`config.mk`:
```
export PLATFORM = sky130hd
export DESIGN_NAME = yaw_complementary_filter_top_flat
export DESIGN_NICKNAME = d
export VERILOG_FILES = /design/src/rtl/ycf_pkg.sv /design/src/rtl/ycf_ifs.sv /design/src/rtl/yaw_complementary_filter_top.sv /design/src/rtl/ycf_ctrl.sv /design/src/rtl/ycf_dpath.sv /design/src/flat_wrapper.sv
export SDC_FILE = /design/constraint.sdc
export NUM_CORES = 2
export LEC_CHECK = 0
export BUFFER_PORTS_ARGS = -buffer_cell sky130_fd_sc_hd__buf_2
export CORE_AREA = 5 5 442 444
export DETAILED_ROUTE_END_ITERATION = 12
export DIE_AREA = 0 0 447 449
export HOLD_SLACK_MARGIN = 0.03
export PLACE_DENSITY = 0.41
export SYNTH_ARGS = -nofsm -noshare
export SYNTH_HDL_FRONTEND = slang
export SYNTH_SLANG_ARGS = --single-unit
```
`constraint.sdc`:
```
create_clock -name clock -period 17.28 [get_ports clock]
set_input_delay 4.32 -clock clock [delete_from_list [all_inputs] [get_ports clock]]
set_output_delay 4.32 -clock clock [all_outputs]
set_load 0.01 [all_outputs]
```
`src/rtl/ycf_pkg.sv`:
```
// ----------------------------------------------------------------------------
// ycf_pkg
// Types, widths and constants of the yaw complementary filter.
// ----------------------------------------------------------------------------
package ycf_pkg;

   localparam int RATE_W     = 16;
   localparam int HEAD_W     = 16;
   localparam int STEP_W     = 17;
   localparam int YAW_W      = 16;
   localparam int WEIGHT_W   = 16;
   localparam int CSR_IDX_W  = 2;
   localparam int CSR_DATA_W = 17;

   localparam int PROD_W     = RATE_W + STEP_W + 1;
   localparam int RATE_SHIFT = 10;
   localparam int WEIGHT_SHIFT = 16;

   // floor division by 15625 as a reciprocal multiply, exact below 2^32
   localparam int                 RECIP_W     = 31;
   localparam int                 RECIP_SHIFT = 44;
   localparam logic [RECIP_W-1:0] RECIP_MUL   = 31'd1125899907;
   localparam logic [15:0]        DIV_ROUND   = 16'd15624;

   localparam logic [WEIGHT_W-1:0] MAG_WEIGHT_RST   = 16'd1311;
   localparam logic [STEP_W-1:0]   DEFAULT_STEP_RST = 17'd4000;
   localparam logic [STEP_W-1:0]   MAX_STEP_RST     = 17'd100000;

   typedef enum logic [CSR_IDX_W-1:0] {
      CSR_MAG_WEIGHT,
      CSR_DEFAULT_STEP,
      CSR_MAX_STEP
   } csr_index_type;

   typedef enum logic [3:0] {
      ST_IDLE,
      ST_MUL,
      ST_NORM,
      ST_DIV,
      ST_PRED,
      ST_ERR,
      ST_PROD,
      ST_UPD,
      ST_SEND
   } state_type;

   typedef struct packed {
      logic capture;
      logic load_direct;
      logic mul;
      logic norm;
      logic div_step;
      logic pred;
      logic err;
      logic prod;
      logic upd;
      logic send;
   } cmd_type;

   typedef struct packed {
      logic direct;
   } status_type;

endpackage

```
`src/rtl/ycf_ifs.sv`:
```
// ----------------------------------------------------------------------------
// ycf_ifs
// Request, response and register-write channels of the yaw filter.
// ----------------------------------------------------------------------------
interface ycf_req_if import ycf_pkg::*; ();
   logic                     valid;
   logic                     ready;
   logic                     operation;
   logic signed [RATE_W-1:0] turn_rate;
   logic [HEAD_W-1:0]        compass_heading;
   logic [STEP_W-1:0]        step_us;

   modport source (output valid, operation, turn_rate, compass_heading, step_us,
                   input ready);
   modport sink   (input valid, operation, turn_rate, compass_heading, step_us,
                   output ready);
endinterface

interface ycf_rsp_if import ycf_pkg::*; ();
   logic             valid;
   logic             ready;
   logic [YAW_W-1:0] yaw_out;

   modport source (output valid, yaw_out, input ready);
   modport sink   (input valid, yaw_out, output ready);
endinterface

interface ycf_csr_if import ycf_pkg::*; ();
   logic                  valid;
   logic                  ready;
   logic [CSR_IDX_W-1:0]  index;
   logic [CSR_DATA_W-1:0] data;

   modport source (output valid, index, data, input ready);
   modport sink   (input valid, index, data, output ready);
endinterface

```
`src/rtl/yaw_complementary_filter_top.sv`:
```
// ----------------------------------------------------------------------------
// yaw_complementary_filter_top
// Fixed-point yaw complementary filter with heading wrap-around.
// ----------------------------------------------------------------------------
// One request word is processed at a time. A reset word, and the first update
// after block reset, load the heading directly and go on to the response
// register; an update runs, for any ANGLE_FRAC_BITS, the fixed chain of
// product, normalize, reciprocal divide by 15625, predict, error, correction
// product and update before it loads the response register. The response
// register lets a new request in while the previous word waits on rsp_bus; a
// word that finishes while that response still waits holds in the last stage
// until rsp_bus takes it. Register writes are taken every cycle and belong in
// gaps where no word is in flight.
module yaw_complementary_filter_top import ycf_pkg::*; #(
   parameter int ANGLE_FRAC_BITS = 7
) (
   input  logic       clock,
   input  logic       reset,
   ycf_req_if.sink    req_bus,
   ycf_rsp_if.source  rsp_bus,
   ycf_csr_if.sink    csr_bus
);

   cmd_type    cmd;
   status_type status;

   ycf_ctrl u_ctrl (
      .clock     (clock),
      .reset     (reset),
      .req_valid (req_bus.valid),
      .req_ready (req_bus.ready),
      .rsp_valid (rsp_bus.valid),
      .rsp_ready (rsp_bus.ready),
      .status    (status),
      .cmd       (cmd)
   );

   ycf_dpath #(
      .ANGLE_FRAC_BITS (ANGLE_FRAC_BITS)
   ) u_dpath (
      .clock               (clock),
      .reset               (reset),
      .req_operation       (req_bus.operation),
      .req_turn_rate       (req_bus.turn_rate),
      .req_compass_heading (req_bus.compass_heading),
      .req_step_us         (req_bus.step_us),
      .rsp_yaw_out         (rsp_bus.yaw_out),
      .csr_valid           (csr_bus.valid),
      .csr_ready           (csr_bus.ready),
      .csr_index           (csr_bus.index),
      .csr_data            (csr_bus.data),
      .cmd                 (cmd),
      .status              (status)
   );

endmodule

```
`src/rtl/ycf_ctrl.sv`:
```
// ----------------------------------------------------------------------------
// ycf_ctrl
// Sequencer of the filter: steps the datapath and owns the handshakes.
// ----------------------------------------------------------------------------
module ycf_ctrl import ycf_pkg::*; (
   input  logic       clock,
   input  logic       reset,
   input  logic       req_valid,
   output logic       req_ready,
   output logic       rsp_valid,
   input  logic       rsp_ready,
   input  status_type status,
   output cmd_type    cmd
);

   state_type      state_ff, state_in;
   logic           rsp_valid_ff, rsp_valid_in;

   always_ff @(posedge clock) begin
      if (reset) begin
         state_ff     <= ST_IDLE;
         rsp_valid_ff <= 1'b0;
      end else begin
         state_ff     <= state_in;
         rsp_valid_ff <= rsp_valid_in;
      end
   end

   always_comb begin
      state_in  = state_ff;
      cmd       = '0;
      req_ready = 1'b0;
      case (state_ff)
         ST_IDLE: begin
            req_ready = 1'b1;
            if (req_valid) begin
               cmd.capture = 1'b1;
               state_in    = ST_MUL;
            end
         end
         ST_MUL: begin
            if (status.direct) begin
               cmd.load_direct = 1'b1;
               state_in        = ST_SEND;
            end else begin
               cmd.mul  = 1'b1;
               state_in = ST_NORM;
            end
         end
         ST_NORM: begin
            cmd.norm = 1'b1;
            state_in = ST_DIV;
         end
         ST_DIV: begin
            cmd.div_step = 1'b1;
            state_in     = ST_PRED;
         end
         ST_PRED: begin
            cmd.pred = 1'b1;
            state_in = ST_ERR;
         end
         ST_ERR: begin
            cmd.err  = 1'b1;
            state_in = ST_PROD;
         end
         ST_PROD: begin
            cmd.prod = 1'b1;
            state_in = ST_UPD;
         end
         ST_UPD: begin
            cmd.upd  = 1'b1;
            state_in = ST_SEND;
         end
         ST_SEND: begin
            if (!rsp_valid_ff || rsp_ready) begin
               cmd.send = 1'b1;
               state_in = ST_IDLE;
            end
         end
         default: begin
            state_in = ST_IDLE;
         end
      endcase
   end

   always_comb begin
      if (cmd.send) begin
         rsp_valid_in = 1'b1;
      end else if (rsp_ready) begin
         rsp_valid_in = 1'b0;
      end else begin
         rsp_valid_in = rsp_valid_ff;
      end
   end

   assign rsp_valid = rsp_valid_ff;

endmodule

```
`src/rtl/ycf_dpath.sv`:
```
// ----------------------------------------------------------------------------
// ycf_dpath
// Filter datapath: registers, gyro integration, reciprocal divider, correction.
// ----------------------------------------------------------------------------
module ycf_dpath import ycf_pkg::*; #(
   parameter int ANGLE_FRAC_BITS = 7
) (
   input  logic                     clock,
   input  logic                     reset,
   input  logic                     req_operation,
   input  logic signed [RATE_W-1:0] req_turn_rate,
   input  logic [HEAD_W-1:0]        req_compass_heading,
   input  logic [STEP_W-1:0]        req_step_us,
   output logic [YAW_W-1:0]         rsp_yaw_out,
   input  logic                     csr_valid,
   output logic                     csr_ready,
   input  logic [CSR_IDX_W-1:0]     csr_index,
   input  logic [CSR_DATA_W-1:0]    csr_data,
   input  cmd_type                  cmd,
   output status_type               status
);

   localparam int FULL  = 360 << ANGLE_FRAC_BITS;
   localparam int HALF  = 180 << ANGLE_FRAC_BITS;
   localparam int AW    = $clog2(FULL);
   localparam int HW    = (AW > HEAD_W) ? AW : HEAD_W;
   localparam int RED_STEPS = (ANGLE_FRAC_BITS >= 8) ? 0 : 8 - ANGLE_FRAC_BITS;
   localparam int SHR   = RATE_SHIFT - ANGLE_FRAC_BITS;
   localparam int UW    = 23 + ANGLE_FRAC_BITS;
   localparam int QW    = UW - 13;
   localparam int QPW   = UW + RECIP_W;
   localparam int SW    = QW + 3;
   localparam int EW    = AW + 2;
   localparam int CPW   = EW + WEIGHT_W + 1;

   logic [WEIGHT_W-1:0]        weight_ff;
   logic [STEP_W-1:0]          dflt_step_ff;
   logic [STEP_W-1:0]          max_step_ff;
   logic                       started_ff;
   logic [AW-1:0]              fused_ff, fused_in;
   logic                       op_ff;
   logic signed [RATE_W-1:0]   rate_ff;
   logic [AW-1:0]              heading_ff, heading_in;
   logic [STEP_W-1:0]          step_ff, step_in;
   logic signed [PROD_W-1:0]   mprod_ff;
   logic                       neg_ff;
   logic [UW-1:0]              num_ff;
   logic [QW-1:0]              quo_ff, quo_in;
   logic [AW-1:0]              pred_ff, pred_in;
   logic signed [EW-1:0]       err_ff, err_in;
   logic signed [CPW-1:0]      cprod_ff;
   logic [YAW_W-1:0]           yaw_ff;
   logic [UW-1:0]              norm_u;
   logic                       norm_neg;

   assign csr_ready     = 1'b1;
   assign status.direct = op_ff | ~started_ff;
   assign rsp_yaw_out   = yaw_ff;

   // heading reduction and step selection
   always_comb begin
      logic [HW-1:0] h;
      h = HW'(req_compass_heading);
      for (int j = RED_STEPS - 1; j >= 0; j--) begin
         if (32'(h) >= (FULL << j)) begin
            h = h - HW'(FULL << j);
         end
      end
      heading_in = AW'(h);
      if (req_step_us == '0 || req_step_us > max_step_ff) begin
         step_in = dflt_step_ff;
      end else begin
         step_in = req_step_us;
      end
   end

   // floor split: negative values divide as ceil of magnitude
   always_comb begin
      logic signed [PROD_W-1:0] t;
      logic signed [PROD_W-1:0] tneg;
      logic [PROD_W-1:0]        mag;
      t    = mprod_ff >>> SHR;
      tneg = -t;
      norm_neg = t[PROD_W-1];
      if (norm_neg) begin
         mag = $unsigned(tneg) + PROD_W'(DIV_ROUND);
      end else begin
         mag = $unsigned(t);
      end
      norm_u = mag[UW-1:0];
   end

   // quotient of the increment magnitude by 15625
   always_comb begin
      logic [QPW-1:0] qp;
      qp     = QPW'(num_ff) * QPW'(RECIP_MUL);
      quo_in = qp[QPW-1:RECIP_SHIFT];
   end

   // integrate and wrap
   always_comb begin
      logic signed [QW:0]    q;
      logic signed [SW-1:0]  sum;
      logic signed [SW-1:0]  cand;
      if (neg_ff) begin
         q = -$signed({1'b0, quo_ff});
      end else begin
         q = $signed({1'b0, quo_ff});
      end
      sum     = $signed(SW'(fused_ff)) + SW'(q);
      pred_in = '0;
      for (int k = -2; k <= 2; k++) begin
         cand = sum + SW'(k * FULL);
         if (cand >= 0 && cand < FULL) begin
            pred_in = AW'(cand);
         end
      end
   end

   // wrap-aware error
   always_comb begin
      logic signed [EW-1:0] e;
      e = $signed(EW'(heading_ff)) - $signed(EW'(pred_ff));
      if (e > HALF) begin
         err_in = e - EW'(FULL);
      end else if (e < -HALF) begin
         err_in = e + EW'(FULL);
      end else begin
         err_in = e;
      end
   end

   // apply correction and wrap
   always_comb begin
      logic signed [CPW-1:0] cs;
      logic signed [EW-1:0]  v;
      cs = cprod_ff >>> WEIGHT_SHIFT;
      v  = $signed(EW'(pred_ff)) + EW'(cs);
      if (v < 0) begin
         v = v + EW'(FULL);
      end else if (v >= FULL) begin
         v = v - EW'(FULL);
      end
      fused_in = AW'(v);
   end

   always_ff @(posedge clock) begin
      if (reset) begin
         weight_ff    <= MAG_WEIGHT_RST;
         dflt_step_ff <= DEFAULT_STEP_RST;
         max_step_ff  <= MAX_STEP_RST;
      end else if (csr_valid && csr_ready) begin
         case (csr_index)
            CSR_MAG_WEIGHT:   weight_ff    <= csr_data[WEIGHT_W-1:0];
            CSR_DEFAULT_STEP: dflt_step_ff <= csr_data[STEP_W-1:0];
            CSR_MAX_STEP:     max_step_ff  <= csr_data[STEP_W-1:0];
            default: begin
            end
         endcase
      end
   end

   always_ff @(posedge clock) begin
      if (reset) begin
         started_ff <= 1'b0;
         fused_ff   <= '0;
      end else if (cmd.load_direct) begin
         started_ff <= 1'b1;
         fused_ff   <= heading_ff;
      end else if (cmd.upd) begin
         fused_ff   <= fused_in;
      end
   end

   always_ff @(posedge clock) begin
      if (cmd.capture) begin
         op_ff      <= req_operation;
         rate_ff    <= req_turn_rate;
         heading_ff <= heading_in;
         step_ff    <= step_in;
      end
      if (cmd.mul) begin
         mprod_ff <= PROD_W'(rate_ff) * PROD_W'($signed({1'b0, step_ff}));
      end
      if (cmd.norm) begin
         neg_ff <= norm_neg;
         num_ff <= norm_u;
      end
      if (cmd.div_step) begin
         quo_ff <= quo_in;
      end
      if (cmd.pred) begin
         pred_ff <= pred_in;
      end
      if (cmd.err) begin
         err_ff <= err_in;
      end
      if (cmd.prod) begin
         cprod_ff <= CPW'(err_ff) * CPW'($signed({1'b0, weight_ff}));
      end
      if (cmd.send) begin
         yaw_ff <= YAW_W'(fused_ff);
      end
   end

endmodule

```
`src/flat_wrapper.sv`:
```
// flat-port wrapper written by rule: the top's interface ports become plain ports
module yaw_complementary_filter_top_flat import ycf_pkg::*;
#(
   parameter int ANGLE_FRAC_BITS = 7
)
  (clock, reset, req_bus_valid, req_bus_operation, req_bus_turn_rate, req_bus_compass_heading, req_bus_step_us, req_bus_ready, rsp_bus_valid, rsp_bus_yaw_out, rsp_bus_ready, csr_bus_valid, csr_bus_index, csr_bus_data, csr_bus_ready);
  ycf_req_if req_bus_i ();
  ycf_rsp_if rsp_bus_i ();
  ycf_csr_if csr_bus_i ();
  input  logic clock;
  input  logic reset;
  input wire logic [$bits(req_bus_i.valid)-1:0] req_bus_valid;
  input wire logic [$bits(req_bus_i.operation)-1:0] req_bus_operation;
  input wire logic [$bits(req_bus_i.turn_rate)-1:0] req_bus_turn_rate;
  input wire logic [$bits(req_bus_i.compass_heading)-1:0] req_bus_compass_heading;
  input wire logic [$bits(req_bus_i.step_us)-1:0] req_bus_step_us;
  output wire logic [$bits(req_bus_i.ready)-1:0] req_bus_ready;
  output wire logic [$bits(rsp_bus_i.valid)-1:0] rsp_bus_valid;
  output wire logic [$bits(rsp_bus_i.yaw_out)-1:0] rsp_bus_yaw_out;
  input wire logic [$bits(rsp_bus_i.ready)-1:0] rsp_bus_ready;
  input wire logic [$bits(csr_bus_i.valid)-1:0] csr_bus_valid;
  input wire logic [$bits(csr_bus_i.index)-1:0] csr_bus_index;
  input wire logic [$bits(csr_bus_i.data)-1:0] csr_bus_data;
  output wire logic [$bits(csr_bus_i.ready)-1:0] csr_bus_ready;
  assign req_bus_i.valid = req_bus_valid;
  assign req_bus_i.operation = req_bus_operation;
  assign req_bus_i.turn_rate = req_bus_turn_rate;
  assign req_bus_i.compass_heading = req_bus_compass_heading;
  assign req_bus_i.step_us = req_bus_step_us;
  assign req_bus_ready = req_bus_i.ready;
  assign rsp_bus_valid = rsp_bus_i.valid;
  assign rsp_bus_yaw_out = rsp_bus_i.yaw_out;
  assign rsp_bus_i.ready = rsp_bus_ready;
  assign csr_bus_i.valid = csr_bus_valid;
  assign csr_bus_i.index = csr_bus_index;
  assign csr_bus_i.data = csr_bus_data;
  assign csr_bus_ready = csr_bus_i.ready;
  yaw_complementary_filter_top #(.ANGLE_FRAC_BITS(ANGLE_FRAC_BITS)) u_core (.clock(clock), .reset(reset), .req_bus(req_bus_i), .rsp_bus(rsp_bus_i), .csr_bus(csr_bus_i));
endmodule
```
==> run metrics <==
outcome=complete, no violations; sw frac=48.52%; post-synthesis mux area share=0.5368%; Clk pwr share=8.8%; Design Power=8.210 mW; Comb pwr share=77.6%; initial antenna violation count=17; # hold bufs at CTS=0; r2r worst-path depth=26; Setup Skew=0.01620 ns; H-tree Lvls=2; DP HPWL=110500 um; Fin Setup TNS=0 ns; Post-Synth Adder-Cell Area=50.53%; RSZ-0062 raised after global routing=no; Pwr per Cell Area=158.5 nW/um2; Mapped Area=47310 um2; FMAX=0.1176 GHz; final worst-path cycle share=49.22%; worst slew pin tran=1.083 ns; net switching power=3.983 mW; Global Route Usage Sum=13.32%; critical hold path startpoint=u_core.u_dpath.dflt_step_ff[14]; Synth Area in Compound Gates=7.934%; number of synthesized register bits=269; CTS tree=done; startpoint types=flop; register area share after synthesis=15.55%; Post-Synth Simple-Gate Area=12.50%; VDD IR max=0.0001951 V; post-CTS sizing=0; Hold Crit Class=flop to flop; CP Data Arrival Time=8.80 ns; root buf cell=clkbuf_16; setup violators final=0; DR vias/cell=4.354; Worst EP required=17.58 ns; ranking of synthesized cells by area=fa_1 34%, ha_1 16%, edfxtp_1 13%; number of global-route vias before repair=35204; Max Cap Viol=0; drt total wl=133200 um; RR Endpoint=u_core.u_dpath.quo_ff[16]; critical path type=flop to flop; yosys warns=0; final hold vios=0; flop-to-flop setup slack=8.77 ns; port bufs=91; WL/cell=17.83 um; Synth top area share=34.19%; setup bufs post-CTS=0; hold path cells=2; Crit path largest cell delay=0.59 ns; Slew Viols, Final=0; Synth area leader=fa_1; Synth Area in XOR/XNOR=2.832%; cell count after synthesis=4883; Hold Path End=u_core.u_dpath.dflt_step_ff[14]; 1st-iter DRT viols=1675; reg2reg start=u_core.u_dpath.num_ff[4]; WP buf/inv=6; global-route wire length before repair=209200 um; final non-filler cell total=7468; Final Wtd Congestion=0.8688; CTS Buffer Depth=3; Primary FF master, synth=edfxtp_1; Clk Latency, worst-skew pair=0.56 ns; # DRC=0; hold_ws=0.4504 ns; commonest non-fill, non-tap cell in the layout=inv_1; area delta synth->final=9.499%; Max stage delay cell, worst path=fa_1; Placed Cells=7396; Final ANT Viol Nets=0; sequential power share=13.5%; Num CTS Buffers=36; Async SR Flop Fraction=0%; Initial Util=24.75%; clock sinks=269; most frequent cells in the layout=1128 x inv_1, 808 x fa_1, 618 x ha_1; Core ar.=191200 um2; EDFF count, synth=197; Leak=24.68 nW; I/O Pins=93; CP delay by family, top=adder cells; drt pass-1 iters=5; share of layout cells above drive strength 1=4.944%; Synth cell types=101; fin nets=6408; largest net degree at the start of global routing=73; Remaining Overflow, GRT=0; CP Capture Type=flop; Relative slew margins=25.90%; largest family of logic cells by synthesized area=adder cells; crit path max fanout=6; syn_area_per_cell=9.689 um2; DP Worst Slack=8.619 ns; Tmin final=8.505 ns; die width=447 um; DIE HEIGHT=449 um; Worst-path clk slew=0.06 ns; syn nets=6383; die area=200700 um2; row count=161; critical path's most frequent cell=fa_1; Pint=4.227 mW; Via Count=32517; setup ws final=8.775 ns
==> state kept, by name, summed over array words and instances, names as in the netlist, 17 cells and up <==
name and flops:
u_core.u_dpath.cprod_ff 18, u_core.u_dpath.dflt_step_ff 17, u_core.u_dpath.err_ff 18, u_core.u_dpath.max_step_ff 17, u_core.u_dpath.mprod_ff 31, u_core.u_dpath.num_ff 30, u_core.u_dpath.quo_ff 17, u_core.u_dpath.step_ff 17
==> worst register-to-register path, cell delays in order, from the launching register on <==
cell      delay (ns)
edfxtp_1        0.52
inv_1           0.14
fa_1            0.59
inv_1           0.11
fa_1            0.54
inv_1           0.05
fa_1            0.48
fa_1            0.51
inv_1           0.05
fa_1            0.48
fa_1            0.50
fa_1            0.49
inv_1           0.05
fa_1            0.47
inv_1           0.04
ha_1            0.30
a211oi_1        0.24
nand2_1         0.08
a221o_1         0.32
a31o_2          0.27
a22oi_1         0.49
o21ai_1         0.23
o41ai_1         0.56
o21a_1          0.28
o221ai_1        0.18
a21oi_1         0.20
xnor2_1         0.09
==> power groups by stage <==
| stage | logic, mW | clock network (mW) | registers, mW |
|---|---|---|---|
| floorplan | 4.79 | 0 | 1.07 |
| global placement | 6.43 | 0 | 1.12 |
| detailed placement | 6.44 | 0 | 1.12 |
| CTS | 6.51 | 0.760 | 1.11 |
| global route | 7.40 | 0.782 | 1.12 |
| finish | 6.37 | 0.726 | 1.11 |
==> worst max path at each step <==
| stage | from | endpoint | slack (ns) | depth (start not counted) |
|---|---|---|---|---|
| 3_5_place_dp | u_core.u_dpath.num_ff[4] | u_core.u_dpath.quo_ff[16] | 8.62 | 26 |
| 3_3_place_gp | u_core.u_dpath.num_ff[4] | u_core.u_dpath.quo_ff[16] | 8.67 | 26 |
| 2_1_floorplan | u_core.u_dpath.num_ff[4] | u_core.u_dpath.quo_ff[16] | 9.70 | 26 |
| 5_1_grt | u_core.u_dpath.num_ff[4] | u_core.u_dpath.quo_ff[16] | 8.14 | 27 |
| 6_report | u_core.u_dpath.num_ff[4] | u_core.u_dpath.quo_ff[16] | 8.77 | 26 |
| 4_1_cts | u_core.u_dpath.num_ff[4] | u_core.u_dpath.quo_ff[16] | 8.61 | 26 |
==> kinds of logic after synthesis <==
| logic type | Yosys count |
|---|---|
| fa+ha+maj | 1426 |
| other cells | 1 |
| flops | 269 |
| compound gates | 546 |
| xor+xnor | 153 |
| simple gates | 1197 |
| mux | 23 |
| buf+inv | 1268 |
==> metal layers <==
metal,GRT usage [%],up-vias,wire [um]
met3,1.226,105,4404
met2,22.03,484,62090
met4,2.326,12,2253
met5,0,-,84
met1,19.15,16426,64320
li1,-,15490,-
==> Yosys cell counts (all sizes together), types with 14 or more instances <==
master / n
clkbuf: 125
mux2: 19
xnor2: 122
nand2: 504
or2: 15
o211ai: 21
o21ai: 91
and2: 254
fa: 808
ha: 618
o31ai: 19
edfxtp: 197
nand3: 44
dfxtp: 72
a211o: 14
a21oi: 147
nand3b: 19
or3: 19
nor2: 137
a21o: 61
inv: 1130
o21a: 27
nor4: 18
nor2b: 26
nand2b: 34
nor3: 56
a211oi: 25
xor2: 31
and3: 21
==> cell type report <==
class                           instances  area (um2)
Tap cell                             2526        3161
Sequential cell                       269        7357
Timing Repair Buffer                  125       710.7
Clock inverter                         23       187.7
Multi-Input combinational cell       3346       35200
Clock buffer                           42       933.4
Fill cell                           20308      139400
Antenna cell                            7       17.52
Inverter                             1130        4244
==> metrics by stage <==
step,cell area [um2],util (%)
2_1_floorplan,47310,-
3_5_place_dp,50670,26.50
6_report,51810,27.10
3_3_place_gp,50670,26.50
4_1_cts,51790,27.09
5_1_grt,51790,27.09
Power figures use the tool's default switching activity.
